<file path="src/hw/rtl/bf2d_pkg.sv">
// shared constants, codes and types of the rgba box filter
package bf2d_pkg;

	localparam int MAX_WIDTH_DEF = 1024;
	localparam int MAX_HALF_DEF  = 7;

	localparam int PIX_W      = 8;
	localparam int IN_DATA_W  = 32;
	localparam int OUT_DATA_W = 56;
	localparam int ROW_W      = 12;
	localparam int COL_OUT_W  = 10;
	localparam int PAD_W      = OUT_DATA_W - 4 * PIX_W - COL_OUT_W - ROW_W;
	localparam int HEIGHT_MAX = 4096;

	localparam int CFG_IDX_W  = 2;
	localparam int CFG_DATA_W = 13;
	localparam int FW_W       = 11;
	localparam int FH_W       = 13;
	localparam int HS_W       = 3;

	localparam int FW_RESET = 1024;
	localparam int FH_RESET = 768;
	localparam int HS_RESET = 1;

	localparam logic [CFG_IDX_W-1:0] CFG_FRAME_WIDTH  = 2'd0;
	localparam logic [CFG_IDX_W-1:0] CFG_FRAME_HEIGHT = 2'd1;
	localparam logic [CFG_IDX_W-1:0] CFG_HALF_SIZE    = 2'd2;

	localparam logic OP_PIXEL = 1'b0;
	localparam logic OP_DRAIN = 1'b1;

	typedef enum logic [2:0] {
		ST_IDLE,
		ST_CHECK,
		ST_WIN,
		ST_FLUSH,
		ST_START,
		ST_DIV
	} bf2d_state_t;

endpackage

</file>
<file path="src/hw/rtl/bf2d_div.sv">
// three lane restoring divider, one quotient bit per cycle
module bf2d_div #(
	parameter int SUM_W = 16,
	parameter int DV_W  = 8,
	localparam int EXT_W  = DV_W + bf2d_pkg::PIX_W,
	localparam int STEP_W = $clog2(bf2d_pkg::PIX_W)
) (
	input  logic                              clk,
	input  logic                              arst_n,
	input  logic                              start,
	input  logic [DV_W-1:0]                   divisor,
	input  logic [2:0][SUM_W-1:0]             sums,
	output logic                              done,
	output logic [2:0][bf2d_pkg::PIX_W-1:0]   quo
);

	import bf2d_pkg::*;

	logic              busy_q;
	logic              done_q;
	logic [STEP_W-1:0] step_q;
	logic [EXT_W-1:0]  dsh_q;
	logic [EXT_W-1:0]  rem_q [3];
	logic [2:0][PIX_W-1:0] quo_q;
	logic [2:0]        ge;

	always_comb begin
		for (int l = 0; l < 3; l++) begin
			ge[l] = rem_q[l] >= dsh_q;
		end
	end

	always_ff @(posedge clk or negedge arst_n) begin
		if (!arst_n) begin
			busy_q <= 1'b0;
			done_q <= 1'b0;
			step_q <= '0;
		end else begin
			done_q <= busy_q && (step_q == '0);
			if (start) begin
				busy_q <= 1'b1;
				step_q <= STEP_W'(PIX_W - 1);
			end else if (busy_q) begin
				step_q <= step_q - 1'b1;
				if (step_q == '0) begin
					busy_q <= 1'b0;
				end
			end
		end
	end

	always_ff @(posedge clk) begin
		if (start) begin
			dsh_q <= EXT_W'(divisor) << (PIX_W - 1);
			for (int l = 0; l < 3; l++) begin
				rem_q[l] <= EXT_W'(sums[l]);
			end
		end else if (busy_q) begin
			dsh_q <= dsh_q >> 1;
			for (int l = 0; l < 3; l++) begin
				rem_q[l] <= ge[l] ? rem_q[l] - dsh_q : rem_q[l];
				quo_q[l] <= {quo_q[l][PIX_W-2:0], ge[l]};
			end
		end
	end

	assign done = done_q;
	assign quo  = quo_q;

endmodule

</file>
<file path="src/hw/rtl/bf2d_ctrl.sv">
// sequencer: raster counters, window walk, accumulation and result register
module bf2d_ctrl #(
	parameter int MAX_WIDTH = bf2d_pkg::MAX_WIDTH_DEF,
	parameter int MAX_HALF  = bf2d_pkg::MAX_HALF_DEF,
	localparam int RING   = 2 * MAX_HALF + 1,
	localparam int COL_W  = (MAX_WIDTH > 1) ? $clog2(MAX_WIDTH) : 1,
	localparam int LINE_W = (RING > 1) ? $clog2(RING) : 1,
	localparam int KW     = (MAX_HALF > 0) ? $clog2(MAX_HALF + 1) : 1,
	localparam int DV_W   = $clog2(RING * RING + 1),
	localparam int AW     = LINE_W + COL_W
) (
	input  logic                                clk,
	input  logic                                arst_n,
	input  logic                                restart,
	input  logic [COL_W-1:0]                    w_m1,
	input  logic [bf2d_pkg::ROW_W-1:0]          h_m1,
	input  logic [KW-1:0]                       k,
	input  logic [DV_W-1:0]                     divisor,
	input  logic                                s_axis_tvalid,
	output logic                                s_axis_tready,
	input  logic [bf2d_pkg::IN_DATA_W-1:0]      s_axis_tdata,
	input  logic                                s_axis_tuser,
	output logic                                m_axis_tvalid,
	input  logic                                m_axis_tready,
	output logic [bf2d_pkg::OUT_DATA_W-1:0]     m_axis_tdata,
	output logic                                m_axis_tlast,
	output logic                                m_axis_tuser,
	output logic                                ram_we,
	output logic [AW-1:0]                       ram_waddr,
	output logic [bf2d_pkg::IN_DATA_W-1:0]      ram_wdata,
	output logic [AW-1:0]                       ram_raddr,
	input  logic [bf2d_pkg::IN_DATA_W-1:0]      ram_rdata
);

	import bf2d_pkg::*;

	localparam int NW    = $clog2(MAX_HALF + 2);
	localparam int SUM_W = $clog2(RING * RING * ((1 << PIX_W) - 1) + 1);
	localparam int CX_W  = COL_W + LINE_W + 1;
	localparam int LX_W  = ROW_W + 2;

	bf2d_state_t st_q, st_d;

	logic [COL_W-1:0]  in_col_q, pend_col_q, ic_q;
	logic [ROW_W-1:0]  in_row_q, pend_row_q, ir_q;
	logic [LINE_W-1:0] in_line_q, pend_line_q;
	logic              frame_loaded_q;
	logic              drain_q, stop_q, have_res_q;
	logic [NW-1:0]     n_q;
	logic [LINE_W-1:0] ci_q, cj_q;
	logic              rd_s1, ctr_s1;
	logic [2:0][SUM_W-1:0] acc_q;
	logic [PIX_W-1:0]  alpha_q;

	logic [2:0][PIX_W-1:0] res_rgb_q;
	logic [PIX_W-1:0]  res_alpha_q;
	logic [COL_W-1:0]  res_col_q;
	logic [ROW_W-1:0]  res_row_q;
	logic              res_lof_q;

	logic                  m_valid_q, m_last_q, m_user_q;
	logic [OUT_DATA_W-1:0] m_data_q;

	logic                  div_start, div_done;
	logic [2:0][PIX_W-1:0] quo;

	logic accept, push, win_go, go, rdy, win_end, last_pix;
	logic [LINE_W-1:0] k2, kl;

	// window address
	logic [ROW_W:0]    rt, ru;
	logic [ROW_W-1:0]  rr;
	logic [LX_W-1:0]   le;
	logic [LINE_W-1:0] rl;
	logic [CX_W-1:0]   ct, cu;
	logic [COL_W-1:0]  cc;

	// readiness of the pending output
	logic [ROW_W:0]    nr_t;
	logic [ROW_W-1:0]  nr;
	logic [CX_W-1:0]   nc_t;
	logic [COL_W-1:0]  nc;

	assign k2 = LINE_W'({k, 1'b0});
	assign kl = LINE_W'(k);

	always_comb begin
		rt = {1'b0, pend_row_q} + (ROW_W + 1)'(cj_q);
		ru = rt - (ROW_W + 1)'(k);
		if (rt < (ROW_W + 1)'(k)) begin
			rr = '0;
		end else if (ru > {1'b0, h_m1}) begin
			rr = h_m1;
		end else begin
			rr = ru[ROW_W-1:0];
		end
		le = LX_W'(pend_line_q) + LX_W'(RING) + LX_W'(rr) - LX_W'(pend_row_q);
		if (le >= LX_W'(2 * RING)) begin
			rl = LINE_W'(le - LX_W'(2 * RING));
		end else if (le >= LX_W'(RING)) begin
			rl = LINE_W'(le - LX_W'(RING));
		end else begin
			rl = LINE_W'(le);
		end
		ct = CX_W'(pend_col_q) + CX_W'(ci_q);
		cu = ct - CX_W'(k);
		if (ct < CX_W'(k)) begin
			cc = '0;
		end else if (cu > CX_W'(w_m1)) begin
			cc = w_m1;
		end else begin
			cc = cu[COL_W-1:0];
		end
	end

	always_comb begin
		nr_t = {1'b0, pend_row_q} + (ROW_W + 1)'(k);
		nr   = (nr_t > {1'b0, h_m1}) ? h_m1 : nr_t[ROW_W-1:0];
		nc_t = CX_W'(pend_col_q) + CX_W'(k);
		nc   = (nc_t > CX_W'(w_m1)) ? w_m1 : nc_t[COL_W-1:0];
		rdy  = frame_loaded_q || (ir_q > nr) || ((ir_q == nr) && (ic_q >= nc));
		go   = !stop_q && (drain_q ? (n_q == '0) : ((n_q <= NW'(k)) && rdy));
	end

	assign win_end  = (ci_q == k2) && (cj_q == k2);
	assign last_pix = (pend_row_q == h_m1) && (pend_col_q == w_m1);

	always_ff @(posedge clk or negedge arst_n) begin
		if (!arst_n) begin
			st_q <= ST_IDLE;
		end else begin
			st_q <= st_d;
		end
	end

	always_comb begin
		st_d      = st_q;
		accept    = 1'b0;
		push      = 1'b0;
		win_go    = 1'b0;
		div_start = 1'b0;
		case (st_q)
			ST_IDLE: begin
				if (s_axis_tvalid) begin
					accept = 1'b1;
					if ((s_axis_tuser == OP_DRAIN) == frame_loaded_q) begin
						st_d = ST_CHECK;
					end
				end
			end
			ST_CHECK: begin
				if (!(have_res_q && m_valid_q && !m_axis_tready)) begin
					push = have_res_q;
					if (go) begin
						win_go = 1'b1;
						st_d   = ST_WIN;
					end else begin
						st_d = ST_IDLE;
					end
				end
			end
			ST_WIN: begin
				if (win_end) begin
					st_d = ST_FLUSH;
				end
			end
			ST_FLUSH: begin
				st_d = ST_START;
			end
			ST_START: begin
				div_start = 1'b1;
				st_d      = ST_DIV;
			end
			ST_DIV: begin
				if (div_done) begin
					st_d = ST_CHECK;
				end
			end
			default: begin
				st_d = ST_IDLE;
			end
		endcase
	end

	assign s_axis_tready = (st_q == ST_IDLE);

	always_ff @(posedge clk or negedge arst_n) begin
		if (!arst_n) begin
			in_col_q       <= '0;
			in_row_q       <= '0;
			in_line_q      <= '0;
			pend_col_q     <= '0;
			pend_row_q     <= '0;
			pend_line_q    <= '0;
			frame_loaded_q <= 1'b0;
			ir_q           <= '0;
			ic_q           <= '0;
			drain_q        <= 1'b0;
			stop_q         <= 1'b0;
			have_res_q     <= 1'b0;
			n_q            <= '0;
			ci_q           <= '0;
			cj_q           <= '0;
			rd_s1          <= 1'b0;
			ctr_s1         <= 1'b0;
			m_valid_q      <= 1'b0;
		end else begin
			rd_s1  <= (st_q == ST_WIN);
			ctr_s1 <= (st_q == ST_WIN) && (ci_q == kl) && (cj_q == kl);
			if (push) begin
				m_valid_q <= 1'b1;
			end else if (m_axis_tready) begin
				m_valid_q <= 1'b0;
			end
			if (restart) begin
				in_col_q       <= '0;
				in_row_q       <= '0;
				in_line_q      <= '0;
				pend_col_q     <= '0;
				pend_row_q     <= '0;
				pend_line_q    <= '0;
				frame_loaded_q <= 1'b0;
			end else begin
				if (accept) begin
					drain_q    <= (s_axis_tuser == OP_DRAIN);
					n_q        <= '0;
					stop_q     <= 1'b0;
					have_res_q <= 1'b0;
					if ((s_axis_tuser == OP_PIXEL) && !frame_loaded_q) begin
						ir_q <= in_row_q;
						ic_q <= in_col_q;
						if (in_col_q == w_m1) begin
							in_col_q <= '0;
							if (in_row_q == h_m1) begin
								in_row_q       <= '0;
								in_line_q      <= '0;
								frame_loaded_q <= 1'b1;
							end else begin
								in_row_q  <= in_row_q + 1'b1;
								in_line_q <= (in_line_q == LINE_W'(RING - 1)) ? '0
									: in_line_q + 1'b1;
							end
						end else begin
							in_col_q <= in_col_q + 1'b1;
						end
					end
				end
				if (win_go) begin
					ci_q <= '0;
					cj_q <= '0;
				end else if (st_q == ST_WIN) begin
					if (ci_q == k2) begin
						ci_q <= '0;
						cj_q <= cj_q + 1'b1;
					end else begin
						ci_q <= ci_q + 1'b1;
					end
				end
				if (push) begin
					have_res_q <= 1'b0;
				end
				if (div_done) begin
					n_q        <= n_q + 1'b1;
					have_res_q <= 1'b1;
					if (last_pix) begin
						stop_q         <= 1'b1;
						in_col_q       <= '0;
						in_row_q       <= '0;
						in_line_q      <= '0;
						pend_col_q     <= '0;
						pend_row_q     <= '0;
						pend_line_q    <= '0;
						frame_loaded_q <= 1'b0;
					end else if (pend_col_q == w_m1) begin
						pend_col_q  <= '0;
						pend_row_q  <= pend_row_q + 1'b1;
						pend_line_q <= (pend_line_q == LINE_W'(RING - 1)) ? '0
							: pend_line_q + 1'b1;
					end else begin
						pend_col_q <= pend_col_q + 1'b1;
					end
				end
			end
		end
	end

	always_ff @(posedge clk) begin
		if (win_go) begin
			acc_q <= '0;
		end else if (rd_s1) begin
			for (int l = 0; l < 3; l++) begin
				acc_q[l] <= acc_q[l] + SUM_W'(ram_rdata[l*PIX_W +: PIX_W]);
			end
		end
		if (ctr_s1) begin
			alpha_q <= ram_rdata[3*PIX_W +: PIX_W];
		end
		if (div_done) begin
			res_rgb_q   <= quo;
			res_alpha_q <= alpha_q;
			res_col_q   <= pend_col_q;
			res_row_q   <= pend_row_q;
			res_lof_q   <= last_pix;
		end
		if (push) begin
			m_data_q <= {{PAD_W{1'b0}}, res_row_q, COL_OUT_W'(res_col_q), res_alpha_q,
				res_rgb_q[2], res_rgb_q[1], res_rgb_q[0]};
			m_last_q <= !go;
			m_user_q <= res_lof_q;
		end
	end

	bf2d_div #(
		.SUM_W (SUM_W),
		.DV_W  (DV_W)
	) u_div (
		.clk     (clk),
		.arst_n  (arst_n),
		.start   (div_start),
		.divisor (divisor),
		.sums    (acc_q),
		.done    (div_done),
		.quo     (quo)
	);

	assign ram_we    = accept && (s_axis_tuser == OP_PIXEL) && !frame_loaded_q;
	assign ram_waddr = {in_line_q, in_col_q};
	assign ram_wdata = s_axis_tdata;
	assign ram_raddr = {rl, cc};

	assign m_axis_tvalid = m_valid_q;
	assign m_axis_tdata  = m_data_q;
	assign m_axis_tlast  = m_last_q;
	assign m_axis_tuser  = m_user_q;

endmodule

</file>
<file path="config.mk">
export PLATFORM = sky130hd
export DESIGN_NAME = bf2d_ctrl
export DESIGN_NICKNAME = d
export VERILOG_FILES = /design/src/hw/rtl/bf2d_pkg.sv /design/src/hw/rtl/bf2d_div.sv /design/src/hw/rtl/bf2d_ctrl.sv
export SDC_FILE = /design/constraint.sdc
export NUM_CORES = 1
export LEC_CHECK = 0
export BUFFER_PORTS_ARGS = -buffer_cell sky130_fd_sc_hd__buf_4
export CAP_MARGIN = 10
export CORE_ASPECT_RATIO = 0.9
export CORE_MARGIN = 2
export CORE_UTILIZATION = 60
export DETAILED_ROUTE_END_ITERATION = 6
export PLACE_DENSITY = 0.85
export SYNTH_ARGS = -nofsm -noshare
export SYNTH_HDL_FRONTEND = slang
export SYNTH_SLANG_ARGS = --single-unit
</file>
<file path="constraint.sdc">
create_clock -name clk -period 11.42 [get_ports clk]
set_clock_uncertainty 0.05 [all_clocks]
set_input_delay 1.713 -clock clk [delete_from_list [all_inputs] [get_ports clk]]
set_output_delay 1.713 -clock clk [all_outputs]
set_load 0.01 [all_outputs]
</file>
# Word-level counts from Yosys, hierarchy flattened
# Memory sizes are Yosys's and may differ from the RTL's.
# Cells that the tools add are included.
[totals] register_bits=307 ram_bits=48 inputBits=103 output_inout_bits=121 elab_cells=249 memories=1
[classes] add_sub_neg=27 order_cmp=14 n_eq_ne=22 n_mux=99 bitwise_logic=6 reduce_logical=39
[mem_list] memory="u_div.rem_q" depth=3 word_bits=16 rd=3 rd_clocked_by_memory_dff=0 wr=3 line_no="bf2d_div.sv:23" source="logic [EXT_W-1:0] rem_q [3];"
[op_table] cell="$mux 12" n=14
[op_table] cell="$mux 10" n=13
[op_table] cell="$mux 16" n=6
[op_table] cell="$mux 4" n=23
[op_table] cell="$add 16x8->16" n=3
[op_table] cell="$ge 16x15->1" n=3
[op_table] cell="$sub 16x15->16" n=3
[op_table] cell="$eq 12x12->1" n=3
[op_table] cell="$mux 1" n=32
[op_table] cell="$mux 15" n=2
[op_table] cell="$gt 13x12->1" n=2
[op_table] cell="$add 12x1->12 const B" n=2
[op_table] cell="$mux 3" n=7
[op_table] cell="$add 10x1->10 const B" n=2
[op_table] cell="$add 4x1->4 const B" n=5
[op_table] cell="$eq 10x10->1" n=2
[op_table] cell="$pmux 3 s6" n=1
[op_table] cell="$gt 15x10->1" n=1
[op_table] cell="$ge 14x4->1 const B" n=1
[op_table] cell="$ge 14x5->1 const B" n=1
[op_table] cell="$sub 13x12->14" n=1
[op_table] cell="$add 12x3->13" n=1
[op_table] cell="$add 12x4->13" n=1
[op_table] cell="$add 5x12->13" n=1
[op_table] cell="35 further kinds" n=77

# Longest topological paths before layout
[logic_depth] word_depth=14 ltp_mapped=30 depth_no_buf=30

# Hierarchy
# A second synthesis with hierarchy kept.
[unflattened] cells_unflattened=2289 hier_area_um2=22798.1
[by_module_without_submodules] module="bf2d_ctrl" instances=1 cells_per_inst=1704 area_per_inst_um2=17007.6
[by_module_without_submodules] module="bf2d_div" instances=1 cells_per_inst=585 area_per_inst_um2=5790.6

# Least setup slack after synthesis
# Ideal clock, no wire load.
[synth_path] path_kind="input port to output port" from="input port k[1]" to="output port ram_raddr[11]" arrival_time_ns=7.490 required_time_ns=9.657 slack_ns=2.167 path_stages=27 n_path_buf=1 path_cell_list="inv_1 > ha_1 > a21o_1 > a21o_1 > nor4_1 > nor3b_1 > xnor2_1 > ha_1 > nand3_1 > nor4_1 > a21oi_1 > o21ai_0 > o211ai_4 > buf_6 > mux2i_1 > nor2_1 > fa_1 > ha_1 > fa_1 > a21o_1 > a221o_1 > o211ai_1 > a21boi_1 > o221a_2 > o2111ai_1 > nor4_1 > a211oi_1"
[synth_between] elab_chain_cells=9
[synth_lines] element="start, declared" line_no="bf2d_ctrl.sv:17" source="input logic [KW-1:0] k,"
[synth_lines] element="$sub 13x3->13" line_no="bf2d_ctrl.sv:89" source="ru = rt - (ROW_W + 1)'(k);"
[synth_lines] element="$gt 13x12->1" line_no="bf2d_ctrl.sv:92" source="end else if (ru > {1'b0, h_m1}) begin"
[synth_lines] element="$mux 12" line_no="bf2d_ctrl.sv:92"
[synth_lines] element="$mux 12 (*)" line_no="bf2d_ctrl.sv:90" source="if (rt < (ROW_W + 1)'(k)) begin"
[synth_lines] element="$add 5x12->13 (*)" line_no="bf2d_ctrl.sv:97" source="le = LX_W'(pend_line_q) + LX_W'(RING) + LX_W'(rr) - LX_W'(pend_row_q);"
[synth_lines] element="$sub 13x12->14 (*)" line_no="bf2d_ctrl.sv:97"
[synth_lines] element="$ge 14x4->1 / $sub 4x4->4 (equally long branches)" line_no="bf2d_ctrl.sv:100, bf2d_ctrl.sv:101"
[synth_lines] element="$mux 4" line_no="bf2d_ctrl.sv:100" source="end else if (le >= LX_W'(RING)) begin"
[synth_lines] element="$mux 4 (*)" line_no="bf2d_ctrl.sv:98" source="if (le >= LX_W'(2 * RING)) begin"
[synth_lines] element="end, declared" line_no="bf2d_ctrl.sv:31" source="output logic [AW-1:0] ram_raddr,"
# Mark *: on every way between the ends. The rest lies on a longest branch, timed or not.

# Worst setup path in the final report
[layout_path] from="input port k[1]" to="output port ram_raddr[13]"
# Same word-level chain as after synthesis.

==> results.txt <==
The run finished with clean final reports. The routed wirelength normalized by instance count came out at 19.5 µm. The maximum clock rate came out at 97.1 MHz.

The first-pass GRT wire length is 88.1 mm. The largest individual stage delay along the critical path comes from the cell nor4_1. The worst hold margin came out at 0.353 ns. Buffers inserted to repair hold after CTS numbered 0. Setup repair after global routing left no endpoint under its margin. The routability congestion estimate from global placement is 0.953. The register-to-register setup slack came out at 4.10 ns.

The worst setup margin came out at 1.12 ns. STA classifies the critical path startpoint as a primary input. The initial core utilization came out at 0.613.

The fraction of layout instances using a drive strength above 1 is 0.123. The number of CTS-inserted buffers is 38. Among all flip-flop cells after synthesis, the most frequent one is edfxtp_1. The worst setup slack before clock tree synthesis is 1.15 ns.

The height of the die is 187 µm. The die covers 38700 µm². The post-synthesis sequential area ratio came out at 0.431.

The synthesized flop and latch total is 355. TritonCTS built the clock tree. The worst vdd rail ir drop came out at 0.507 mV.

The number of global-route vias before repair came out at 16.8k. The post-CTS setup repair buffer count is 0. For this design the ratio of total power to cell area is 277 nW/µm². The number of antenna violations at the first check in global routing is 0. The worst slew slack as a fraction of its limit came out at 0.208. Among cell families on the critical path, the largest total delay comes from compound AO/OA/AOI/OAI gates. The number of cells in the finished layout apart from fillers came out at 2810. The startpoint of the most critical register-to-register path is pend_col_q[0]. The buffers plus inverters on the worst setup path is 3. The total number of vias is 17.2k. The number of flops mapped to enable cells by yosys is 199. The gate count of the mapped netlist is 2200. In this run the deepest clock path goes through 3 buffers.

The final wirelength is 54.8 mm. The global-route total usage across every layer came out at 0.279. Entering global routing, the biggest net connects 94 pins. Data on the critical path arrives at its endpoint at 8.54 ns. In the finished design, the share of the clock period the worst path needs comes to 0.902. For this run, the slowest stage of the critical path takes 0.54 ns. The number of port buffers came out at 157.

Compared with the post-synthesis result, the final layout area differs by 11.6%. The reg-to-reg critical path endpoint is ci_q[0]. The number of I/O pins came out at 224.

The leakage power of the design came out at 0.0108 µW. The async set-reset flop share out of synthesis came out at 0.285. For the worst-skew pair, the clock arrives at the later sink with an insertion delay of 0.56 ns. For the pin with the worst max-slew slack, the measured transition is 1.19 ns. The category of the critical setup timing path is primary input to output pin. The max-slew violation count is 0. The number of levels the H-tree was split into came out at 2. The logic depth of the worst path, buffers included is 28. The synthesized area per cell is 10.1 µm². The count of synthesis-stage warnings from yosys is 0. The first detailed-routing pass ran for 5 iterations. At the worst endpoint, the required time is 9.66 ns. The most critical setup path has its endpoint at ram_raddr[13].

The maximum fanout count along the critical path is 16. The setup TNS after final layout is 0 ns. For this block, the initial DRC count from the detailed router was 1437. The path class of the tightest hold or removal check is flop to flop.

The startpoint of the most critical setup path is k[1]. The number of max-cap violations came out at 0. The worst reg2reg path depth is 22. The width of the die came out at 207 µm. For this run, design rule violations remaining after detail routing come to 0. CTS placed an instance of clkbuf_16 at the clock tree root. The clock edge transition at the registers on the reported setup and hold paths is 0.06 ns.

The total number of clock tree sinks is 355. STA classifies the critical path endpoint as an output pin. After clock tree synthesis, the repair step resized 0 gates. The final layout contains 2620 nets. The total core area is 36300 µm². The number of placed instances, taps included, is 2740. The residual antenna-violating net count after detailed routing came out at 0. The number of setup violations in the final report came out at 0. The mapped cell area is 22300 µm².

The number of antenna diodes in the final layout is 0. The total global routing overflow came out at 0. The post-layout total power came out at 6880 µW.

The floorplan has 66 rows. The hold violation total from the final report is 0. The count of cell types in the netlist came out at 84. The minimum clock period after layout came out at 10.30 ns. The half-perimeter wire length of the detailed placement result is 40.3 mm. The mean number of vias per cell is 6.13.
## kinds of logic after synthesis
logic type | Yosys count | synth area share
simple gates | 656 | 0.145
compound gates | 445 | 0.128
flops | 355 | 0.431
buf+inv | 238 | 0.0476
fa+ha+maj | 213 | 0.126
xor+xnor | 190 | 0.0750
mux | 102 | 0.0475
other cells | 1 | 0.000168
## worst min-delay path by stage
stage	startpoint	to	slack, ns	depth (start not counted)
floorplan	res_rgb_q[0]	m_axis_tdata[0]	0.35	0
global placement	u_div.quo[15]	res_rgb_q[15]	0.35	0
detailed placement	res_rgb_q[2]	m_axis_tdata[2]	0.35	0
CTS	res_row_q[9]	m_axis_tdata[51]	0.36	0
global route	res_row_q[9]	m_axis_tdata[51]	0.36	0
finish	res_row_q[9]	m_axis_tdata[51]	0.35	0
## placed cells by master, fill, tap and decap left out, drive strengths merged, types with 18 or more instances in the layout
| cell | netlist | routed |
|---|---|---|
| edfxtp | 199 | 199 |
| ha | 195 | 195 |
| nor2 | 181 | 181 |
| nand2 | 168 | 168 |
| buf | 54 | 164 |
| inv | 136 | 136 |
| o21ai | 136 | 136 |
| a21oi | 112 | 112 |
| dfrtp | 101 | 101 |
| xnor2 | 98 | 98 |
| xor2 | 92 | 92 |
| mux2i | 72 | 72 |
| dfxtp | 55 | 55 |
| clkbuf | 47 | 49 |
| nand3 | 46 | 46 |
| a21o | 42 | 42 |
| nand4 | 38 | 38 |
| nor3 | 37 | 37 |
| nand2b | 34 | 34 |
| nor2b | 33 | 33 |
| mux2 | 30 | 30 |
| and3 | 26 | 26 |
| or3 | 24 | 24 |
| o31ai | 24 | 24 |
| a211oi | 23 | 23 |
| fa | 18 | 18 |
| nor4 | 18 | 18 |
## state kept, by name, indices dropped and copies added, names as in the netlist, 8 cells and up
name / flops
res_alpha_q: 8
m_axis_tdata: 54
res_row_q: 12
u_div.quo: 24
res_rgb_q: 24
ir_q: 12
res_col_q: 10
ic_q: 10
pend_row_q: 12
acc_q: 48
in_col_q: 10
pend_col_q: 10
alpha_q: 8
u_div.rem_q: 48
in_row_q: 12
u_div.dsh_q: 15
## power breakdown
group          switching (µW)  internal (µW)  total [µW]
sequential                189           1820        2010
combinational            2100           1520        3620
clock                     536            723        1260
## stage by stage
step / util / instance area, µm²
2_1_floorplan: - / 22300
3_3_place_gp: 0.649 / 23600
3_5_place_dp: 0.649 / 23600
4_1_cts: 0.684 / 24900
5_1_grt: 0.684 / 24900
6_report: 0.684 / 24900
## final cells by class
class                   instances  area (µm²)
clock buffers                  49        1040
clock inverters                21         239
fillers                      2689       11500
inverters                     137         514
multi-input cells            1608       11600
flip-flops and latches        355        9610
well taps                     476         596
repair buffers                164        1230
## synthesized netlist by cell type, drive strengths merged (23+ instances only)
cell type  number  share of area
nand2         168          0.028
nor2          181          0.031
ha            195           0.11
dfrtp         101           0.11
nand2b         34         0.0095
and3           26         0.0073
a211oi         23         0.0086
a21o           42          0.014
mux2i          72          0.032
nand4          38          0.011
xor2           92          0.036
nor2b          33         0.0093
dfxtp          55          0.049
inv           136          0.023
mux2           30          0.015
o21ai         136          0.031
clkbuf         47         0.0079
nand3          46          0.011
edfxtp        199           0.27
a21oi         112          0.025
buf            54          0.017
o31ai          24         0.0087
xnor2          98          0.039
or3            24         0.0067
nor3           37         0.0083
## layer usage
layer,up-vias,GRT usage,part of all wire
met1,8254,0.408,0.45
met4,0,0.0827,0.026
met2,752,0.432,0.45
met5,-,0,0
li1,8096,-,-
met3,110,0.0396,0.079
Power figures use the tool's default switching activity.
